<file path="src/rtl/core/led_pattern_generator_core_defines.svh">
// assertion helpers used by the core rtl
`ifndef LED_PATTERN_GENERATOR_CORE_DEFINES_SVH
`define LED_PATTERN_GENERATOR_CORE_DEFINES_SVH

// same-cycle implication, checked outside reset
`define LPG_ASSERT_IMP(lbl, clk, rst_n, ante, cons, msg) \
    lbl: assert property (@(posedge clk) disable iff (!rst_n) (ante) |-> (cons)) \
        else $error(msg);

// next-cycle implication, checked outside reset
`define LPG_ASSERT_NXT(lbl, clk, rst_n, ante, cons, msg) \
    lbl: assert property (@(posedge clk) disable iff (!rst_n) (ante) |=> (cons)) \
        else $error(msg);

`endif

</file>
<file path="src/rtl/core/lpg_pkg.sv">
package lpg_pkg;

    // width of the elapsed millisecond counter
    localparam int TIME_WIDTH = 16;
    // width of the interval registers
    localparam int CFG_WIDTH  = 16;
    // width used for threshold compares
    localparam int CMP_WIDTH  = (TIME_WIDTH > CFG_WIDTH) ? TIME_WIDTH : CFG_WIDTH;

    localparam int ADDR_WIDTH = 5;
    localparam int DATA_WIDTH = 32;
    localparam int CNT_WIDTH  = 3;

    typedef enum logic [2:0] {
        MODE_OFF       = 3'd0,
        MODE_STEADY    = 3'd1,
        MODE_SLOW      = 3'd2,
        MODE_FAST      = 3'd3,
        MODE_DOUBLE    = 3'd4,
        MODE_HEARTBEAT = 3'd5,
        MODE_ERROR     = 3'd6,
        MODE_TRIPLE    = 3'd7
    } t_mode;

    typedef enum logic [2:0] {
        REG_MODE       = 3'd0,
        REG_SLOW       = 3'd1,
        REG_FAST       = 3'd2,
        REG_PULSE      = 3'd3,
        REG_BURST_PAUSE = 3'd4,
        REG_ERROR_PAUSE = 3'd5,
        REG_HB_ON      = 3'd6,
        REG_HB_PERIOD  = 3'd7
    } t_reg_idx;

    localparam logic [CFG_WIDTH-1:0] SLOW_RESET        = CFG_WIDTH'(900);
    localparam logic [CFG_WIDTH-1:0] FAST_RESET        = CFG_WIDTH'(100);
    localparam logic [CFG_WIDTH-1:0] PULSE_RESET       = CFG_WIDTH'(120);
    localparam logic [CFG_WIDTH-1:0] BURST_PAUSE_RESET = CFG_WIDTH'(800);
    localparam logic [CFG_WIDTH-1:0] ERROR_PAUSE_RESET = CFG_WIDTH'(1500);
    localparam logic [CFG_WIDTH-1:0] HB_ON_RESET       = CFG_WIDTH'(80);
    localparam logic [CFG_WIDTH-1:0] HB_PERIOD_RESET   = CFG_WIDTH'(1000);

    // toggles per burst
    localparam logic [CNT_WIDTH-1:0] DOUBLE_LIMIT = CNT_WIDTH'(4);
    localparam logic [CNT_WIDTH-1:0] LONG_LIMIT   = CNT_WIDTH'(6);

    typedef struct packed {
        t_mode                 mode;
        logic [CFG_WIDTH-1:0]  slow_interval;
        logic [CFG_WIDTH-1:0]  fast_interval;
        logic [CFG_WIDTH-1:0]  pulse_interval;
        logic [CFG_WIDTH-1:0]  burst_pause;
        logic [CFG_WIDTH-1:0]  error_pause;
        logic [CFG_WIDTH-1:0]  heartbeat_on;
        logic [CFG_WIDTH-1:0]  heartbeat_period;
    } t_cfg;

endpackage

</file>
<file path="src/rtl/core/lpg_regs.sv">
module lpg_regs (
    input  logic                           i_clk,
    input  logic                           i_rst_n,
    input  logic                           psel,
    input  logic                           penable,
    input  logic                           pwrite,
    input  logic [lpg_pkg::ADDR_WIDTH-1:0] paddr,
    input  logic [lpg_pkg::DATA_WIDTH-1:0] pwdata,
    output logic [lpg_pkg::DATA_WIDTH-1:0] prdata,
    output lpg_pkg::t_cfg                  o_cfg
);

    lpg_pkg::t_cfg      r_cfg;
    lpg_pkg::t_reg_idx  w_idx;
    logic               w_wr;
    logic [lpg_pkg::CFG_WIDTH-1:0] w_v16;

    assign w_idx = lpg_pkg::t_reg_idx'(paddr[4:2]);
    assign w_wr  = psel & penable & pwrite;
    assign w_v16 = pwdata[lpg_pkg::CFG_WIDTH-1:0];

    always_ff @(posedge i_clk) begin
        if (!i_rst_n) begin
            r_cfg.mode             <= lpg_pkg::MODE_OFF;
            r_cfg.slow_interval    <= lpg_pkg::SLOW_RESET;
            r_cfg.fast_interval    <= lpg_pkg::FAST_RESET;
            r_cfg.pulse_interval   <= lpg_pkg::PULSE_RESET;
            r_cfg.burst_pause      <= lpg_pkg::BURST_PAUSE_RESET;
            r_cfg.error_pause      <= lpg_pkg::ERROR_PAUSE_RESET;
            r_cfg.heartbeat_on     <= lpg_pkg::HB_ON_RESET;
            r_cfg.heartbeat_period <= lpg_pkg::HB_PERIOD_RESET;
        end else if (w_wr) begin
            unique case (w_idx)
                lpg_pkg::REG_MODE:        r_cfg.mode <= lpg_pkg::t_mode'(pwdata[2:0]);
                lpg_pkg::REG_SLOW:        r_cfg.slow_interval    <= w_v16;
                lpg_pkg::REG_FAST:        r_cfg.fast_interval    <= w_v16;
                lpg_pkg::REG_PULSE:       r_cfg.pulse_interval   <= w_v16;
                lpg_pkg::REG_BURST_PAUSE: r_cfg.burst_pause      <= w_v16;
                lpg_pkg::REG_ERROR_PAUSE: r_cfg.error_pause      <= w_v16;
                lpg_pkg::REG_HB_ON:       r_cfg.heartbeat_on     <= w_v16;
                lpg_pkg::REG_HB_PERIOD:   r_cfg.heartbeat_period <= w_v16;
                default: ;
            endcase
        end
    end

    // read mux
    always_comb begin
        prdata = '0;
        unique case (w_idx)
            lpg_pkg::REG_MODE:        prdata = lpg_pkg::DATA_WIDTH'(r_cfg.mode);
            lpg_pkg::REG_SLOW:        prdata = lpg_pkg::DATA_WIDTH'(r_cfg.slow_interval);
            lpg_pkg::REG_FAST:        prdata = lpg_pkg::DATA_WIDTH'(r_cfg.fast_interval);
            lpg_pkg::REG_PULSE:       prdata = lpg_pkg::DATA_WIDTH'(r_cfg.pulse_interval);
            lpg_pkg::REG_BURST_PAUSE: prdata = lpg_pkg::DATA_WIDTH'(r_cfg.burst_pause);
            lpg_pkg::REG_ERROR_PAUSE: prdata = lpg_pkg::DATA_WIDTH'(r_cfg.error_pause);
            lpg_pkg::REG_HB_ON:       prdata = lpg_pkg::DATA_WIDTH'(r_cfg.heartbeat_on);
            lpg_pkg::REG_HB_PERIOD:   prdata = lpg_pkg::DATA_WIDTH'(r_cfg.heartbeat_period);
            default:                  prdata = '0;
        endcase
    end

    assign o_cfg = r_cfg;

endmodule

</file>
<file path="src/rtl/core/lpg_engine.sv">
module lpg_engine (
    input  logic          i_clk,
    input  logic          i_rst_n,
    input  logic          i_fire,
    input  logic          i_tick,
    input  lpg_pkg::t_cfg i_cfg,
    output logic          o_led_next
);

    localparam int TW = lpg_pkg::TIME_WIDTH;
    localparam int CW = lpg_pkg::CMP_WIDTH;
    localparam int NW = lpg_pkg::CNT_WIDTH;

    logic [TW-1:0] r_elapsed, n_elapsed;
    logic [NW-1:0] r_count, n_count;
    logic          r_level, n_level;
    logic          r_pin, n_pin;
    logic          r_pause, n_pause;

    always_comb begin
        logic [CW-1:0] el;
        logic [CW-1:0] interval;
        logic [CW-1:0] pause;
        logic [NW-1:0] limit;
        logic [NW-1:0] cnt_inc;
        logic          force_low;
        logic          is_burst;
        n_elapsed = r_elapsed;
        n_count   = r_count;
        n_level   = r_level;
        n_pin     = r_pin;
        n_pause   = r_pause;
        interval  = CW'(i_cfg.pulse_interval);
        pause     = CW'(i_cfg.burst_pause);
        limit     = lpg_pkg::LONG_LIMIT;
        force_low = 1'b1;
        is_burst  = 1'b0;
        cnt_inc   = r_count + NW'(1);
        // saturating increment
        if (r_elapsed != {TW{1'b1}}) begin
            n_elapsed = r_elapsed + TW'(1);
        end
        el = CW'(n_elapsed);
        case (i_cfg.mode)
            lpg_pkg::MODE_OFF: begin
                n_level = 1'b0;
                n_pin   = 1'b0;
            end
            lpg_pkg::MODE_STEADY: begin
                n_level = 1'b1;
                n_pin   = 1'b1;
            end
            lpg_pkg::MODE_SLOW: interval = CW'(i_cfg.slow_interval);
            lpg_pkg::MODE_FAST: interval = CW'(i_cfg.fast_interval);
            lpg_pkg::MODE_DOUBLE: begin
                is_burst  = 1'b1;
                limit     = lpg_pkg::DOUBLE_LIMIT;
                force_low = 1'b0;
            end
            lpg_pkg::MODE_HEARTBEAT: begin
                if (el >= CW'(i_cfg.heartbeat_period)) begin
                    n_elapsed = '0;
                    n_pin     = 1'b1;
                end else if (el >= CW'(i_cfg.heartbeat_on)) begin
                    n_pin = 1'b0;
                end
            end
            lpg_pkg::MODE_ERROR: begin
                is_burst = 1'b1;
                pause    = CW'(i_cfg.error_pause);
            end
            default: is_burst = 1'b1;
        endcase
        // end of burst pause
        if (is_burst && r_pause && el >= pause) begin
            el        = el - pause;
            n_elapsed = el[TW-1:0];
            n_pause   = 1'b0;
        end
        // timed toggle for blink and burst modes
        if ((i_cfg.mode == lpg_pkg::MODE_SLOW || i_cfg.mode == lpg_pkg::MODE_FAST
                || (is_burst && !n_pause)) && el >= interval) begin
            n_elapsed = '0;
            n_level   = ~r_level;
            n_pin     = ~r_level;
            if (is_burst) begin
                if (cnt_inc >= limit) begin
                    n_count = '0;
                    n_pause = 1'b1;
                    if (force_low) begin
                        n_pin = 1'b0;
                    end
                end else begin
                    n_count = cnt_inc;
                end
            end
        end
        // no tick: hold everything
        if (!i_tick) begin
            n_elapsed = r_elapsed;
            n_count   = r_count;
            n_level   = r_level;
            n_pin     = r_pin;
            n_pause   = r_pause;
        end
    end

    always_ff @(posedge i_clk) begin
        if (!i_rst_n) begin
            r_elapsed <= '0;
            r_count   <= '0;
            r_level   <= 1'b0;
            r_pin     <= 1'b0;
            r_pause   <= 1'b0;
        end else if (i_fire) begin
            r_elapsed <= n_elapsed;
            r_count   <= n_count;
            r_level   <= n_level;
            r_pin     <= n_pin;
            r_pause   <= n_pause;
        end
    end

    assign o_led_next = n_pin;

endmodule

</file>
<file path="src/rtl/core/led_pattern_generator_core.sv">
// LED pattern generator: each input beat carries one millisecond tick and yields one
// output beat with the LED level after that tick. Modes are off, steady, slow blink,
// fast blink, double blink, heartbeat, error pulse and triple blink, chosen with the
// mode register; intervals and pauses are in ticks. A beat with tick low leaves the
// pattern state untouched and repeats the current level. One beat is accepted every
// clock cycle while the skid entry is empty: the pattern state updates on the
// accepted beat and the level goes to an output register backed by a one-entry skid
// buffer, so the input side keeps flowing while a result waits.
// Registers sit on an apb-style port at byte address 4 * index, always ready, and are
// to be written only while no beats are in flight.
`include "led_pattern_generator_core_defines.svh"

module led_pattern_generator_core (
    input  logic                           i_clk,
    input  logic                           i_rst_n,
    // input beat channel
    input  logic                           i_in_valid,
    output logic                           o_in_ready,
    input  logic                           i_tick,
    // output beat channel
    output logic                           o_out_valid,
    input  logic                           i_out_ready,
    output logic                           o_led_on,
    // register port
    input  logic                           psel,
    input  logic                           penable,
    input  logic                           pwrite,
    input  logic [lpg_pkg::ADDR_WIDTH-1:0] paddr,
    input  logic [lpg_pkg::DATA_WIDTH-1:0] pwdata,
    output logic [lpg_pkg::DATA_WIDTH-1:0] prdata,
    output logic                           pready
);

    lpg_pkg::t_cfg w_cfg;
    logic          w_led_next;
    logic          w_in_fire;
    logic          w_out_fire;
    logic          w_slot_free;

    // output register and skid entry
    logic          r_out_valid;
    logic          r_out_led;
    logic          r_skid_valid;
    logic          r_skid_led;

    assign pready = 1'b1;

    lpg_regs u_regs (
        .i_clk   (i_clk),
        .i_rst_n (i_rst_n),
        .psel    (psel),
        .penable (penable),
        .pwrite  (pwrite),
        .paddr   (paddr),
        .pwdata  (pwdata),
        .prdata  (prdata),
        .o_cfg   (w_cfg)
    );

    // pattern state, advanced once per accepted beat
    lpg_engine u_engine (
        .i_clk      (i_clk),
        .i_rst_n    (i_rst_n),
        .i_fire     (w_in_fire),
        .i_tick     (i_tick),
        .i_cfg      (w_cfg),
        .o_led_next (w_led_next)
    );

    // ready depends only on the skid entry, so no combinational path from i_out_ready
    assign o_in_ready  = ~r_skid_valid;
    assign w_in_fire   = i_in_valid & o_in_ready;
    assign w_out_fire  = r_out_valid & i_out_ready;
    // output register can take a new level this cycle
    assign w_slot_free = ~r_out_valid | w_out_fire;

    always_ff @(posedge i_clk) begin
        if (!i_rst_n) begin
            r_out_valid  <= 1'b0;
            r_skid_valid <= 1'b0;
        end else if (w_slot_free) begin
            if (r_skid_valid) begin
                // drain the skid entry first to keep beat order
                r_out_valid  <= 1'b1;
                r_skid_valid <= 1'b0;
            end else begin
                r_out_valid <= w_in_fire;
            end
        end else if (w_in_fire) begin
            // output stalled: park the new level
            r_skid_valid <= 1'b1;
        end
    end

    // payload, no reset needed
    always_ff @(posedge i_clk) begin
        if (w_slot_free) begin
            r_out_led <= r_skid_valid ? r_skid_led : w_led_next;
        end
        if (!w_slot_free && w_in_fire) begin
            r_skid_led <= w_led_next;
        end
    end

    assign o_out_valid = r_out_valid;
    assign o_led_on    = r_out_led;

    // skid entry only fills behind a held output beat
    `LPG_ASSERT_IMP(a_skid_behind_out, i_clk, i_rst_n, r_skid_valid, r_out_valid, "skid valid while output empty")

    // a beat accepted against a stalled output must land in the skid entry
    `LPG_ASSERT_NXT(a_stall_parks, i_clk, i_rst_n, w_in_fire && r_out_valid && !i_out_ready, r_skid_valid, "stalled beat not parked")

    // off mode drives the led low on every tick
    `LPG_ASSERT_IMP(a_off_is_dark, i_clk, i_rst_n, w_in_fire && i_tick && (w_cfg.mode == lpg_pkg::MODE_OFF), !w_led_next, "led lit in off mode")

    // a drained skid entry leaves a valid output beat behind
    `LPG_ASSERT_NXT(a_drain_keeps_out, i_clk, i_rst_n, r_skid_valid && w_out_fire, r_out_valid && !r_skid_valid, "skid drain lost a beat")

endmodule

</file>
<file path="config.mk">
export PLATFORM = sky130hd
export DESIGN_NAME = led_pattern_generator_core
export DESIGN_NICKNAME = d
export VERILOG_FILES = /design/src/rtl/core/lpg_pkg.sv /design/src/rtl/core/lpg_regs.sv /design/src/rtl/core/lpg_engine.sv /design/src/rtl/core/led_pattern_generator_core.sv
export VERILOG_INCLUDE_DIRS = /design/src /design/src/rtl/core
export SDC_FILE = /design/constraint.sdc
export NUM_CORES = 1
export LEC_CHECK = 0
export BUFFER_PORTS_ARGS = -buffer_cell sky130_fd_sc_hd__buf_2
export CORE_MARGIN = 2
export CORE_UTILIZATION = 40
export DETAILED_ROUTE_END_ITERATION = 6
export PLACE_DENSITY = 0.68
export SYNTH_ARGS = -nofsm -noshare
export SYNTH_HDL_FRONTEND = slang
export SYNTH_SLANG_ARGS = --single-unit
</file>
<file path="constraint.sdc">
create_clock -name i_clk -period 7.7 [get_ports i_clk]
set_input_delay 1.155 -clock i_clk [delete_from_list [all_inputs] [get_ports i_clk]]
set_output_delay 1.155 -clock i_clk [all_outputs]
set_load 0.01 [all_outputs]
</file>
==> impl_results.md, run 1 <==
- Fin Setup TNS: 0 ns
- Htree depth: 4
- Most frequent cell after synthesis: nand2_1
- RSZ-0062 raised after global routing: no
- Synth cell types: 76
- Setup Buffers After CTS: 0
- Num CTS Buffers: 17
- Syn Inst Count: ~1.2k
- Endpoints failing hold: 0
- Area of the core: 22600 sq um
- Die Y: 156 microns
- Hold crit path type: reg -> reg
- Flop pwr share: 42.2%
- P_sw: 449 uW
- CTS Buffer Depth: 2
- DP HPWL: 20200 microns
- Gr usage total: 24.5%
- PortBufs: 45
- P&R area growth vs syn: 11.0%
- Vias per cell: 5.93
- Crit path capture type: flip-flop
- I/O pin total: slightly above 80
- Clock Power Share: between 40% and 50%
- Vias in the first global route: 8437
- Slew Viols, Final: 0
- Skew-Pair Late Insertion Delay: 0.44 ns
- Final GP Congestion: 0.959
- Die W: between 150 and 200 microns
- CTS tree: yes
- Layout cells sized above 1: 12.1%
- Critical Setup Path Class: reg -> reg
- Synth Flop Type: dfxtp_1
- Peak supply drop: between 0.15 and 0.2 mV
- Clock skew: roughly 0.0082 ns
- CP required: 8.07 ns
- CTS hold repair buffers: 0
- EDFF count, synth: 2
- PD cells: 172 nW/um^2
- Register bit total from synthesis: 141
- Tmin final: 7.03 ns
- Fmax: ~140 MHz
- Pre-Repair DR Iteration Count: 6
- Internal power: 1310 uW
- Drt initial violations: 1159
- Startpoint Class: flip-flop
- Top-area cell type share of the netlist area: 30.1%
- Vias: 8855
- Rel. slew slack: 25.2%
- # diodes: 0
- Root Driver: clkbuf_16
- Grt ovf: 0
- Top cells by count, synth: nand2_1, a21oi_1, dfxtp_1
- Initial antenna violation count: 1
- Final Setup Violations: 0
- Clock Pin Slew Worst Setup and Hold Paths: 0.06 ns
- WL final: a little under 30000 microns
- Post-synthesis sequential area ratio: 30.8%
- Area of the multi-input gates: ~5900 sq um
- Die area: 24300 sq um
- Avg WL per Cell: about 20 microns
- Sw Ratio: 25.5%
- DRC: 0
- Pwr Total: 1760 uW
- Routed Antenna Nets: 0
- CTS resizes: 0
- Combinational share of power: 8.1%
- Max Cap Viol: 0
- LEAKAGE: 0.00414 uW
- Synth Cell Area: roughly 9000 sq um
- Synth Area per Inst: roughly 8 sq um
- Core Rows: 55
- Fin nets: 1304
- Top cells by area, synth: dfxtp_1, nand2_1, ha_1, a21oi_1, mux2i_1
- Sequential cell area: 2840 sq um
- Yosys warnings: 0
- Status: completed
- FFs w/ async S/R, synth: 0%
- Worst Max-Slew Pin Slew: 1.12 ns
- Starting Density: 40.8%
- CP Data Arrival Time: 7.40 ns
- # clock sinks: 141
- Final Cycle Share: 91.3%
- Crit-path max FO: 9
- Global-route wire length before repair: 46300 microns
- Largest net degree at the start of global routing: 54
- Yosys top cell by area: dfxtp_1
- Fillers: 2204
## final timing paths
check,from,end,slack (ns),cells past startpoint
hold reg to reg,u_regs.o_cfg[33],u_regs.o_cfg[33],0.47,2
hold / removal,u_regs.o_cfg[33],u_regs.o_cfg[33],0.47,2
setup reg to reg,u_engine.r_elapsed[0],u_engine.r_elapsed[3],0.67,22
setup / recovery,u_engine.r_elapsed[0],u_engine.r_elapsed[3],0.67,22
## metal layers
metal / track usage (%) / wire length (microns) / vias up
met3: 5.78 / 2600 / 80
met4: 8.87 / 903 / 2
met2: 39.2 / 13500 / 415
li1: - / - / 4161
met1: 32.3 / 12500 / 4197
met5: 0 / 32 / -
## flip-flops by register name, indices dropped and copies added, names as in the netlist
register / flops
u_engine.r_elapsed: 16
r_skid_led: 1
u_engine.r_count: 3
u_regs.o_cfg: 115
r_skid_valid: 1
u_engine.r_pause: 1
u_engine.r_level: 1
o_out_valid: 1
u_engine.r_pin: 1
o_led_on: 1
## area by class of cell
type / count / share of cell area [%]
clock buffers: 19 / 4.42
clock inverters: 13 / 1.59
inverters: 51 / 1.87
multi-input cells: 922 / 57.5
flip-flops and latches: 141 / 27.8
well taps: 285 / 3.48
repair buffers: 61 / 3.37
## cell families after synthesis
family          count (synthesis)  share of synthesized area (%)
simple gates                  451                           21.6
flops                         141                           30.8
other cells                     2                         0.0814
compound gates                283                           19.2
xor+xnor                       28                           2.66
fa+ha+maj                      68                           9.22
buf+inv                       131                           6.30
mux                            75                           10.1
## power groups by stage
stage	clock (uW)	combinational [uW]	sequential (uW)
global placement	0	137	760
global route	905	155	745
finish	876	143	744
floorplan	0	94.9	759
CTS	879	140	744
detailed placement	0	139	760
## critical path, cell delays in order (launching register included)
cell       delay [ns]
dfxtp_1          0.35
ha_1             0.25
nand3_1          0.18
nor4_1           0.15
nor2_1           0.33
nor4b_1          0.87
nand2b_1         0.25
xnor2_1          0.50
ha_1             0.28
and4_1           0.22
and2_1           0.17
o211ai_1         0.10
o211a_1          0.32
nor2_2           0.39
mux2_2           0.41
ha_1             0.31
a21o_1           0.17
a2111oi_0        0.35
o21ai_0          0.22
o22a_1           0.28
a21oi_1          0.50
nand3_1          0.18
a21oi_1          0.18
## placed cells by master (no fill, tap or decap), types with 5 or more instances in the layout
cell type,instances
a22o_1,11
conb_1,17
nor2b_1,9
nand2b_1,13
mux2_2,21
o211ai_1,14
a21o_1,9
buf_2,45
a221oi_1,18
a31oi_1,7
nand2_1,254
nand3_1,51
nor3_1,11
xnor2_1,19
nor2_1,58
nand4_1,9
dfxtp_1,139
ha_1,64
inv_1,49
clkbuf_16,17
xor2_1,9
buf_4,16
o21ai_0,32
a21oi_1,148
o21a_1,5
and3_1,11
mux4_2,12
mux2i_1,40
and2_1,6
## metrics by stage
| step | setup slack, ns | util (%) | cell area, sq um | hold slack [ns] | cells |
|---|---|---|---|---|---|
| after global placement | 0.940 | 42.5 | 9630 | 0.454 | 1460 |
| after floorplan | 2.06 | - | 9290 | 0.443 | 1194 |
| after CTS | 0.854 | 45.2 | 10200 | 0.468 | 1492 |
| after detailed placement | 0.912 | 42.5 | 9630 | 0.460 | 1460 |
| final | 0.666 | 45.2 | 10200 | 0.466 | 1492 |
| after global routing | 0.247 | 45.2 | 10200 | 0.490 | 1492 |
Power figures use the tool's default switching activity.
==> run 2: changes to the inputs <==
- MAX_ROUTING_LAYER: not set -> met4
- REMOVE_ABC_BUFFERS: not set -> 1
==> run 2 against run 1 <==
Compared with the run above:
- sequential power barely moved
- routed wire length fell by 3.1%
- die area did not move
- via count fell by 0.78%
- utilization fell by 0.22 points
- clock skew rose by 0.0046 ns
- global-route usage fell by 0.17 points
- sequential cell count did not move
- non-clock buffer count fell by 2
- final area fell by 0.48%
- worst setup slack improved by 0.26 ns
- largest power group unchanged
- first-iteration DRC count fell by 13%
==> impl_results.md, run 2 (same netlist as run 1, synthesis figures left out) <==
- Status: completed
- Peak supply drop: 0.136 mV
- Fillers: between 2k and 2.5k
- Htree depth: 4
- CTS hold repair buffers: 0
- Area of the core: 22600 sq um
- I/O pin total: 81
- Largest net degree at the start of global routing: 99
- WL final: approximately 29000 microns
- Starting Density: around 41%
- Startpoint Class: flip-flop
- Core Rows: 55
- Root Driver: clkbuf_16
- Max Cap Viol: 0
- Clock Pin Slew Worst Setup and Hold Paths: 0.06 ns
- Tmin final: 6.78 ns
- Vias per cell: 5.90
- Slowest CP cell: nor4_1
- Delay of the slowest critical-path stage: 0.62 ns
- Num CTS Buffers: 17
- Worst Max-Slew Pin Slew: 1.16 ns
- CTS resizes: 0
- Avg WL per Cell: 19.2 microns
- Fin nets: 1302
- Hold path start: u_regs.o_cfg[74]
- Slew Viols, Final: 0
- Clock skew: 0.0128 ns
- Hold Crit Depth: 2
- Global-route wire length before repair: 44500 microns
- # diodes: 0
- Worst r2r path cells: 24
- CTS tree: yes
- Die W: around 160 microns
- Die Y: 156 microns
- PD cells: 169 nW/um^2
- Top delay family on crit path: simple AND/OR/NAND/NOR gates
- Die area: 24300 sq um
- Layout cells sized above 1: between 10% and 20%
- Final Setup Violations: 0
- Most frequent cells in the layout: nand2_1, a21oi_1, dfxtp_1
- Grt ovf: 0
- Gr usage total: 24.3%
- CP required: 7.87 ns
- RR Startpoint: u_engine.r_elapsed[0]
- Hold path endpoint: u_regs.o_cfg[74]
- Area of the multi-input gates: 5890 sq um
- PortBufs: 45
- Crit-path max FO: 10
- Fin Setup TNS: 0 ns
- Endpoints failing hold: 0
- Routed Antenna Nets: 0
- Skew-Pair Late Insertion Delay: 0.43 ns
- CP Cell Sequence: ha_1 -> nand3_1 -> nor4_1 -> nor2_1 -> nor4b_1 -> buf_4 -> nand3_1 -> xnor2_1 -> ha_1 -> and4_1 -> and2_1 -> o211ai_1 -> o211a_1 -> nor2_2 -> buf_4 -> mux2_2 -> ha_1 -> a21o_1 -> a2111oi_0 -> o21ai_0 -> o22a_1 -> nand2_1 -> mux2i_1 -> o21ai_0
- Most common cell after layout, fill and taps aside: nand2_1
- LEAKAGE: 0.00410 uW
- Vias in the first global route: 8237
- P&R area growth vs syn: 10.4%
- Initial antenna violation count: 0
- Hold crit path type: reg -> reg
- CP Data Arrival Time: between 6 and 7 ns
- Crit Reg-Reg Endpoint: o_led_on
- Final Cycle Share: 88.0%
- Core Util, Final: 45.0%
- Vias: 8786
- Cell mode on critical path: ha_1
- Drt initial violations: 1012
- # clock sinks: 141
- Hold slack: 0.466 ns
- Final GP Congestion: 0.882
- Setup Buffers After CTS: 0
- DP HPWL: 19500 microns
- Critical Setup Path Class: reg -> reg
- Worst R2R Setup Slack: 0.92 ns
- Sequential cell area: around 2800 sq um
- Pre-Repair DR Iteration Count: 5
- Fmax: 148 MHz
- DRC: 0
- Max reg flops: 115
- RSZ-0062 raised after global routing: no
- Crit path capture type: flip-flop
- WP buf/inv: 2
- Rel. slew slack: 22.6%
- CTS Buffer Depth: 2
==> run 2: changes by cell type in the layout (fill, tap and decap cells not counted) <==
cell and change:
clkbuf_1 +3, clkinv_2 -3, buf_4 -2, bufinv_16 -1
clkbuf_8 -1, clkinvlp_4 +1, inv_4 +1
==> run 2: power by group <==
part           internal, uW  switching, uW
clock                   489            347
combinational          45.8           93.5
sequential              738           5.72
==> run 2: worst max path at each step <==
stage / from / endpoint / slack (ns) / depth (start not counted)
6_report: u_engine.r_elapsed[0] / o_led_on / 0.92 / 24
5_1_grt: u_engine.r_elapsed[0] / o_led_on / 0.44 / 23
4_1_cts: u_engine.r_elapsed[0] / o_led_on / 1.01 / 23
3_5_place_dp: u_engine.r_elapsed[0] / o_led_on / 1.06 / 23
3_3_place_gp: u_engine.r_elapsed[0] / o_led_on / 1.17 / 23
2_1_floorplan: u_engine.r_elapsed[0] / u_engine.r_elapsed[15] / 1.70 / 22
==> run 2: layer usage <==
layer,vias to the layer above,share of wire (%),GRT usage [%]
met5,-,0,-
met4,0,2.1,7.30
met3,56,8.4,4.33
met2,408,45,37.6
met1,4157,44,32.6
li1,4165,-,-
==> run 2: final cells by class <==
class | count | area share, %
Clock buffer | 21 | 4.42
Clock inverter | 11 | 1.29
Tap cell | 285 | 3.50
Multi-Input combinational cell | 922 | 57.8
Inverter | 51 | 1.88
Timing Repair Buffer | 59 | 3.24
Sequential cell | 141 | 27.9
==> run 2: worst min-delay path: cells and delay by family (launching register included) <==
family	cells	cell delay, ns
DFF	1	0.32
and+or+nand+nor	1	0.05
AOI/OAI and AO/OA	1	0.05
==> run 2: stage by stage <==
stage	power, uW	setup slack, ns	cell area (sq um)	instances
finish	1720	0.924	10200	1490
global route	1770	0.442	10200	1490
CTS	1720	1.01	10200	1490
detailed placement	897	1.06	9610	1458
global placement	895	1.17	9610	1458
floorplan	832	1.70	8900	1114
